[src/rtl/oli_pkg.sv]
`default_nettype none
package oli_pkg;

    localparam int DEPTH      = 16;
    localparam int DATA_WIDTH = 32;

    localparam int IDX_W = $clog2(DEPTH);
    localparam int CNT_W = $clog2(DEPTH + 1);
    localparam int POS_W = 5;
    localparam int CMP_W = (CNT_W > POS_W) ? CNT_W : POS_W;

    localparam logic [1:0] MODE_INSERT = 2'd0;
    localparam logic [1:0] MODE_DELETE = 2'd1;
    localparam logic [1:0] MODE_SEARCH = 2'd2;

    localparam logic [1:0] ST_OK    = 2'd0;
    localparam logic [1:0] ST_RANGE = 2'd1;
    localparam logic [1:0] ST_FULL  = 2'd2;

    typedef logic [DATA_WIDTH-1:0] t_word;

    typedef struct packed {
        logic [1:0]         mode;
        logic [POS_W-1:0]   position;
        logic signed [31:0] value;
    } t_req;

    typedef struct packed {
        logic [1:0] status;
        logic       found;
        logic [3:0] found_index;
        logic [4:0] length;
    } t_rsp;

    typedef struct packed {
        logic load;
        logic take_lo;
        logic take_hi;
    } t_cell_ctl;

endpackage
`default_nettype wire

[src/rtl/oli_cell.sv]
`default_nettype none
module oli_cell (
    input  wire logic               i_clk,
    input  wire oli_pkg::t_cell_ctl i_ctl,
    input  wire oli_pkg::t_word     i_lo,
    input  wire oli_pkg::t_word     i_hi,
    input  wire oli_pkg::t_word     i_key,
    input  wire logic               i_live,
    output oli_pkg::t_word          o_word,
    output logic                    o_match
);
    import oli_pkg::*;

    t_word r_word;
    t_word n_word;

    always_comb begin
        n_word = r_word;
        if (i_ctl.load) begin
            n_word = i_key;
        end else if (i_ctl.take_lo) begin
            n_word = i_lo;
        end else if (i_ctl.take_hi) begin
            n_word = i_hi;
        end
    end

    always_ff @(posedge i_clk) begin
        r_word <= n_word;
    end

    assign o_word  = r_word;
    assign o_match = i_live && (r_word == i_key);

endmodule
`default_nettype wire

[src/rtl/oli_first.sv]
`default_nettype none
module oli_first (
    input  wire logic [oli_pkg::DEPTH-1:0] i_match,
    output logic                           o_hit,
    output logic [oli_pkg::IDX_W-1:0]      o_index
);
    import oli_pkg::*;

    // scan from the top so the lowest matching cell wins
    always_comb begin
        o_hit   = 1'b0;
        o_index = '0;
        for (int i = DEPTH - 1; i >= 0; i--) begin
            if (i_match[i]) begin
                o_hit   = 1'b1;
                o_index = IDX_W'(i);
            end
        end
    end

endmodule
`default_nettype wire

[src/rtl/ordered_list_insert_delete_search.sv]
`default_nettype none
// channel | valid      | stall       | payload
// --------+------------+-------------+----------------------------
// request | i_in_valid | o_in_stall  | i_in_data  (oli_pkg::t_req)
// result  | o_out_valid| i_out_stall | o_out_data (oli_pkg::t_rsp)
//
// All cells shift or compare in parallel and the first-match encoder over the cell row
// settles the search in the same cycle as the request is accepted.
// The result register loads the answer at the accepting edge and offers it the next cycle.
// A new request is taken whenever the result register is empty or being drained.
// Synchronous active-low reset empties the list; stored words are not cleared.
module ordered_list_insert_delete_search (
    input  wire logic          i_clk,
    input  wire logic          i_rst_n,
    input  wire logic          i_in_valid,
    output logic               o_in_stall,
    input  wire oli_pkg::t_req i_in_data,
    output logic               o_out_valid,
    input  wire logic          i_out_stall,
    output oli_pkg::t_rsp      o_out_data
);
    import oli_pkg::*;

    logic [CNT_W-1:0] r_count;
    logic [CNT_W-1:0] n_count;
    logic             r_out_valid;
    t_rsp             r_out;
    t_rsp             n_out;

    logic             acc;
    logic             full;
    logic             ins_ok;
    logic             del_ok;
    logic [CMP_W-1:0] pos;
    logic [CMP_W-1:0] cnt;
    t_word            key;
    t_word            words [DEPTH];
    logic [DEPTH-1:0] match;
    logic             hit;
    logic [IDX_W-1:0] hit_index;

    assign o_in_stall = r_out_valid && i_out_stall;
    assign acc        = i_in_valid && !o_in_stall;
    assign key        = DATA_WIDTH'(i_in_data.value);
    assign pos        = CMP_W'(i_in_data.position);
    assign cnt        = CMP_W'(r_count);
    assign full       = r_count == CNT_W'(DEPTH);
    assign ins_ok     = acc && (i_in_data.mode == MODE_INSERT) && !full && (pos <= cnt);
    assign del_ok     = acc && (i_in_data.mode == MODE_DELETE) && (pos < cnt);

    for (genvar g = 0; g < DEPTH; g++) begin : g_cell
        t_cell_ctl ctl;
        t_word     lo;
        t_word     hi;

        assign ctl.load    = ins_ok && (pos == CMP_W'(g));
        assign ctl.take_lo = ins_ok && (pos < CMP_W'(g));
        assign ctl.take_hi = del_ok && (pos <= CMP_W'(g)) && (g < DEPTH - 1);

        if (g == 0) begin : g_lo_end
            assign lo = key;
        end else begin : g_lo
            assign lo = words[g-1];
        end
        if (g == DEPTH - 1) begin : g_hi_end
            assign hi = key;
        end else begin : g_hi
            assign hi = words[g+1];
        end

        oli_cell u_cell (
            .i_clk   (i_clk),
            .i_ctl   (ctl),
            .i_lo    (lo),
            .i_hi    (hi),
            .i_key   (key),
            .i_live  (CMP_W'(g) < cnt),
            .o_word  (words[g]),
            .o_match (match[g])
        );
    end

    oli_first u_first (
        .i_match (match),
        .o_hit   (hit),
        .o_index (hit_index)
    );

    always_comb begin
        n_count           = r_count;
        n_out.status      = ST_OK;
        n_out.found       = 1'b0;
        n_out.found_index = '0;
        case (i_in_data.mode)
            MODE_INSERT: begin
                if (full) begin
                    n_out.status = ST_FULL;
                end else if (!ins_ok) begin
                    n_out.status = ST_RANGE;
                end else begin
                    n_count = r_count + 1'b1;
                end
            end
            MODE_DELETE: begin
                if (!del_ok) begin
                    n_out.status = ST_RANGE;
                end else begin
                    n_count = r_count - 1'b1;
                end
            end
            MODE_SEARCH: begin
                n_out.found       = hit;
                n_out.found_index = hit ? 4'(hit_index) : 4'd0;
            end
            default: begin
                n_count = r_count;
            end
        endcase
        if (!acc) begin
            n_count = r_count;
        end
        n_out.length = 5'(n_count);
    end

    always_ff @(posedge i_clk) begin
        if (!i_rst_n) begin
            r_count     <= '0;
            r_out_valid <= 1'b0;
        end else begin
            r_count <= n_count;
            if (acc) begin
                r_out_valid <= 1'b1;
            end else if (!i_out_stall) begin
                r_out_valid <= 1'b0;
            end
        end
    end

    always_ff @(posedge i_clk) begin
        if (acc) begin
            r_out <= n_out;
        end
    end

    assign o_out_valid = r_out_valid;
    assign o_out_data  = r_out;

    a_count_bound: assert property (@(posedge i_clk) disable iff (!i_rst_n)
        r_count <= CNT_W'(DEPTH))
        else $error("entry count above depth");

    a_insert_grows: assert property (@(posedge i_clk) disable iff (!i_rst_n)
        ins_ok |=> r_count == $past(r_count) + 1'b1)
        else $error("accepted insert did not grow the list");

    a_full_status: assert property (@(posedge i_clk) disable iff (!i_rst_n)
        (r_out_valid && r_out.status == ST_FULL) |-> full)
        else $error("full status while list not full");

    a_hit_in_range: assert property (@(posedge i_clk) disable iff (!i_rst_n)
        (r_out_valid && r_out.found) |-> (r_out.found_index < r_out.length))
        else $error("search hit beyond list length");

endmodule
`default_nettype wire

[config.mk]
export PLATFORM = sky130hd
export DESIGN_NAME = ordered_list_insert_delete_search
export DESIGN_NICKNAME = d
export VERILOG_FILES = /design/src/rtl/oli_pkg.sv /design/src/rtl/oli_cell.sv /design/src/rtl/oli_first.sv /design/src/rtl/ordered_list_insert_delete_search.sv
export SDC_FILE = /design/constraint.sdc
export NUM_CORES = 2
export LEC_CHECK = 0
export BUFFER_PORTS_ARGS = -buffer_cell sky130_fd_sc_hd__buf_2
export CORE_ASPECT_RATIO = 0.8
export CORE_MARGIN = 8
export CORE_UTILIZATION = 44
export DETAILED_ROUTE_END_ITERATION = 10
export PLACE_DENSITY_LB_ADDON = 0.12
export SKIP_CTS_REPAIR_TIMING = 1
export SLEW_MARGIN = 20
export SYNTH_ARGS = -nofsm -noshare
export SYNTH_HDL_FRONTEND = slang
export SYNTH_HIERARCHICAL = 1
export SYNTH_SLANG_ARGS = --single-unit
[constraint.sdc]
create_clock -name i_clk -period 3.31 [get_ports i_clk]
set_input_delay 0.331 -clock i_clk [delete_from_list [all_inputs] [get_ports i_clk]]
set_output_delay 0.331 -clock i_clk [all_outputs]
set_load 0.02 [all_outputs]
==> impl_metrics.csv <==
group,metric,value,unit
power_and_ir_drop,finalPower,15.1,mW
grt,grt_overflow,0,
critical_path,worstReg2RegStart,"cnt[1]$_SDFF_PN0_",
route,via_per_inst,5.59,
synthesis,synthMuxAreaShare,15.3,%
clocking,cts_buffers,59,
worst_hold_path,hp-start,"i_in_data[3]",
critical_path,cp.arrival,3.37,ns
placed_design,place_ws,-0.0273,ns
route,post_drt_wl_per_cell,21.8,µm
synthesis,synth_cells,3188,
floorplan,rows,90,
outcome,status,"finished clean",
sta,drv_slew,0,
route,drt_iter0_drc,2060,
synthesis,synthFlopType,"edfxtp_1",
clocking,clk_latency,0.64,ns
sta,skew,0.0184,ns
grt,grt_pass1_wl,147,mm
floorplan,dieHeight,263,µm
grt,grt_usage,21.6,%
route,drtPass1Iterations,5,
placed_design,dp_cells,4241,
worst_hold_path,whs_endpoint,"g_cell[14].u_cell/o_word[3]$_DFFE_PP_",
route,drc,0,
critical_path,slowest_stage,"or3_4",
power_and_ir_drop,ir_worst_vdd,0.383,mV
floorplan,io_pins,57,
critical_path,r2r_cells,9,
critical_path,end_kind,"register",
grt,antenna_found_initial,3,
critical_path,worst-path-max-fanout,32,
clocking,cts_root_buf,"clkbuf_16",
critical_path,reg2reg_slack,0.20,ns
worst_hold_path,hold_depth,3,
layout,layout-drive-gt1-share,11.9,%
synthesis,synth_top_area_share,47.0,%
sta,holdWs,0.120,ns
layout,utilization,50.5,%
sta,period_share,93.8,%
critical_path,cp_data_required_time,3.58,ns
placed_design,numPortBuffers,56,
clocking,cts_buffer_depth,3,
clocking,htree_levels,2,
critical_path,worstPathCellList,"inv_1 > ha_1 > nor2b_1 > o31ai_2 > a22o_2 > nand3b_1 > buf_4 > nor4_2 > or3_4",
clocking,clk_pin_slew,0.06,ns
synthesis,ys_types,58,
sta,fin_ws,0.204,ns
layout,final_cell_mix,"nand2_1, o21ai_0, edfxtp_1, mux2i_1, xor2_1",
synthesis,yosysWarnings,6,
layout,stdcell_area,38000,µm²
sta,setup-violations-final,0,
synthesis,synth_edf_count,524,
floorplan,die_x,324,µm
placed_design,place_area,36200,µm²
route,vias,24300,
synthesis,synth_xor_area_share,13.1,%
critical_path,reg2reg_to,"g_cell[12].u_cell/o_word[22]$_DFFE_PP_",
synthesis,yosysTopAreaCell,"edfxtp_1",
layout,area_growth,13.7,%
route,ant_nets,0,
synthesis,synthSimpleGateAreaFrac,11.2,%
floorplan,dieArea,85200,µm²
power_and_ir_drop,power_density,397,nW/µm²
clocking,cts.sinks,530,
layout,final_common_cell,"nand2_1",
clocking,cts_tree,"done",
placed_design,detailed_place_hpwl,69.1,mm
route,routed_wl,94.9,mm
synthesis,synth_fa_ha_area_share,0.337,%
critical_path,crit_type,"reg2reg",
sta,fin_tns_setup,0,ns
critical_path,path_delay_family,"simple AND/OR/NAND/NOR gates",
synthesis,ys_seq_area_share,47.4,%
sta,fin_crit,3.11,ns
synthesis,synth_top_family_by_area,"multiplexers",
critical_path,critPathMaxStageDelay,0.52,ns
synthesis,ys_ff_latch,530,
critical_path,critPathLaunchType,"register",
synthesis,async_flop_share,0,%
worst_hold_path,min_path_type,"in2reg",
flow_run,cap_viol_max_count,0,
layout,fin_nets,3346,
synthesis,syn_area,33500,µm²
synthesis,syn_area_per_cell,10.5,µm²
sta,worst_slew_pin_slew,0.791,ns
sta,hold_violations,0,
grt,grt_max_degree,65,
power_and_ir_drop,leakage,11.6,nW
floorplan,initial_utilization,44.4,%
synthesis,synth-compound-area-share,9.87,%
synthesis,synth_area_leaders,"edfxtp_1, mux2i_1, xor2_1, o21ai_0, nand2_1",
sta,fmax,0.322,GHz
sta,relSlewSlack,46.8,%
layout,layout.cells.non_filler,4349,
floorplan,core,75300,µm²
critical_path,path_buf_inv,2,
grt,grt_pass1_vias,24200,
placed_design,gp_congestion,0.911,
==> tightest hold or removal path, delay by kind of cell <==
family,cells,cell delay (ns)
buffers and inverters,1,0.18
AO/OA/AOI/OAI,1,0.07
AND/OR/NAND/NOR,1,0.07
==> Yosys cell counts (all sizes together), types with 2 or more instances <==
| cell | instances |
|---|---|
| o21a | 4 |
| nor2 | 39 |
| xnor2 | 67 |
| o21ai | 524 |
| a211oi | 3 |
| nor2b | 3 |
| nand2 | 558 |
| ha | 9 |
| nand3 | 24 |
| and2 | 9 |
| a2111oi | 16 |
| xor2 | 432 |
| a31oi | 3 |
| o31ai | 2 |
| and3 | 6 |
| o31a | 3 |
| clkbuf | 120 |
| dfxtp | 6 |
| mux2i | 512 |
| nor3b | 2 |
| a21oi | 13 |
| buf | 70 |
| edfxtp | 524 |
| nor4 | 120 |
| o2111ai | 16 |
| nand4 | 18 |
| nand2b | 2 |
| nor3 | 16 |
| inv | 31 |
| or3 | 19 |
==> cell families (layout without fill, tap and decap cells) <==
family                   count (synthesis)  after routing
AO/OA/AOI/OAI                          594            594
AND/OR/NAND/NOR                        821            822
buffers and inverters                  222            368
multiplexers                           512            512
XOR/XNOR                               499            499
flip-flops                             530            530
adder cells (fa/ha/maj)                  9              9
other                                    1              3
==> power breakdown <==
group	switching, mW	internal (mW)	total, mW
Combinational	0.774	0.468	1.24
Sequential	0.100	7.46	7.56
Clock	2.74	3.57	6.30
==> registers in the layout (all words and copies together) (netlist names) <==
register	flops
o_out_valid	1
o_out_data	12
g_cell.u_cell/o_word	512
cnt	5
==> worst max path at each step <==
stage / slack (ns) / to / startpoint / depth (start not counted)
2_1_floorplan: 0.06 / g_cell[15].u_cell/o_word[0]$_DFFE_PP_ / cnt[1]$_SDFF_PN0_ / 12
6_report: 0.20 / g_cell[12].u_cell/o_word[22]$_DFFE_PP_ / cnt[1]$_SDFF_PN0_ / 9
5_1_grt: -0.01 / g_cell[12].u_cell/o_word[22]$_DFFE_PP_ / cnt[1]$_SDFF_PN0_ / 10
3_3_place_gp: 0.01 / g_cell[1].u_cell/o_word[22]$_DFFE_PP_ / i_in_data[33] / 10
3_5_place_dp: -0.03 / g_cell[12].u_cell/o_word[8]$_DFFE_PP_ / i_in_data[33] / 10
4_1_cts: 0.04 / g_cell[12].u_cell/o_word[26]$_DFFE_PP_ / cnt[1]$_SDFF_PN0_ / 10
==> final cells by class <==
cell class | instances | area [µm²]
Tap cell | 1012 | 1270
Multi-Input combinational cell | 2438 | 16900
Clock buffer | 84 | 1600
Inverter | 32 | 120
Antenna cell | 1 | 2.50
Clock inverter | 19 | 183
Sequential cell | 530 | 15900
Fill cell | 6672 | 37300
Timing Repair Buffer | 233 | 2130
==> per-layer routing <==
metal	up-vias	part of all wire, %	GRT usage, %
met5	-	0.013	0
met4	2	2.3	5.68
met3	133	5.3	2.59
met2	710	45	33.7
met1	11700	47	31.5
li1	11700	-	-
(Power assumes the default switching activity.)
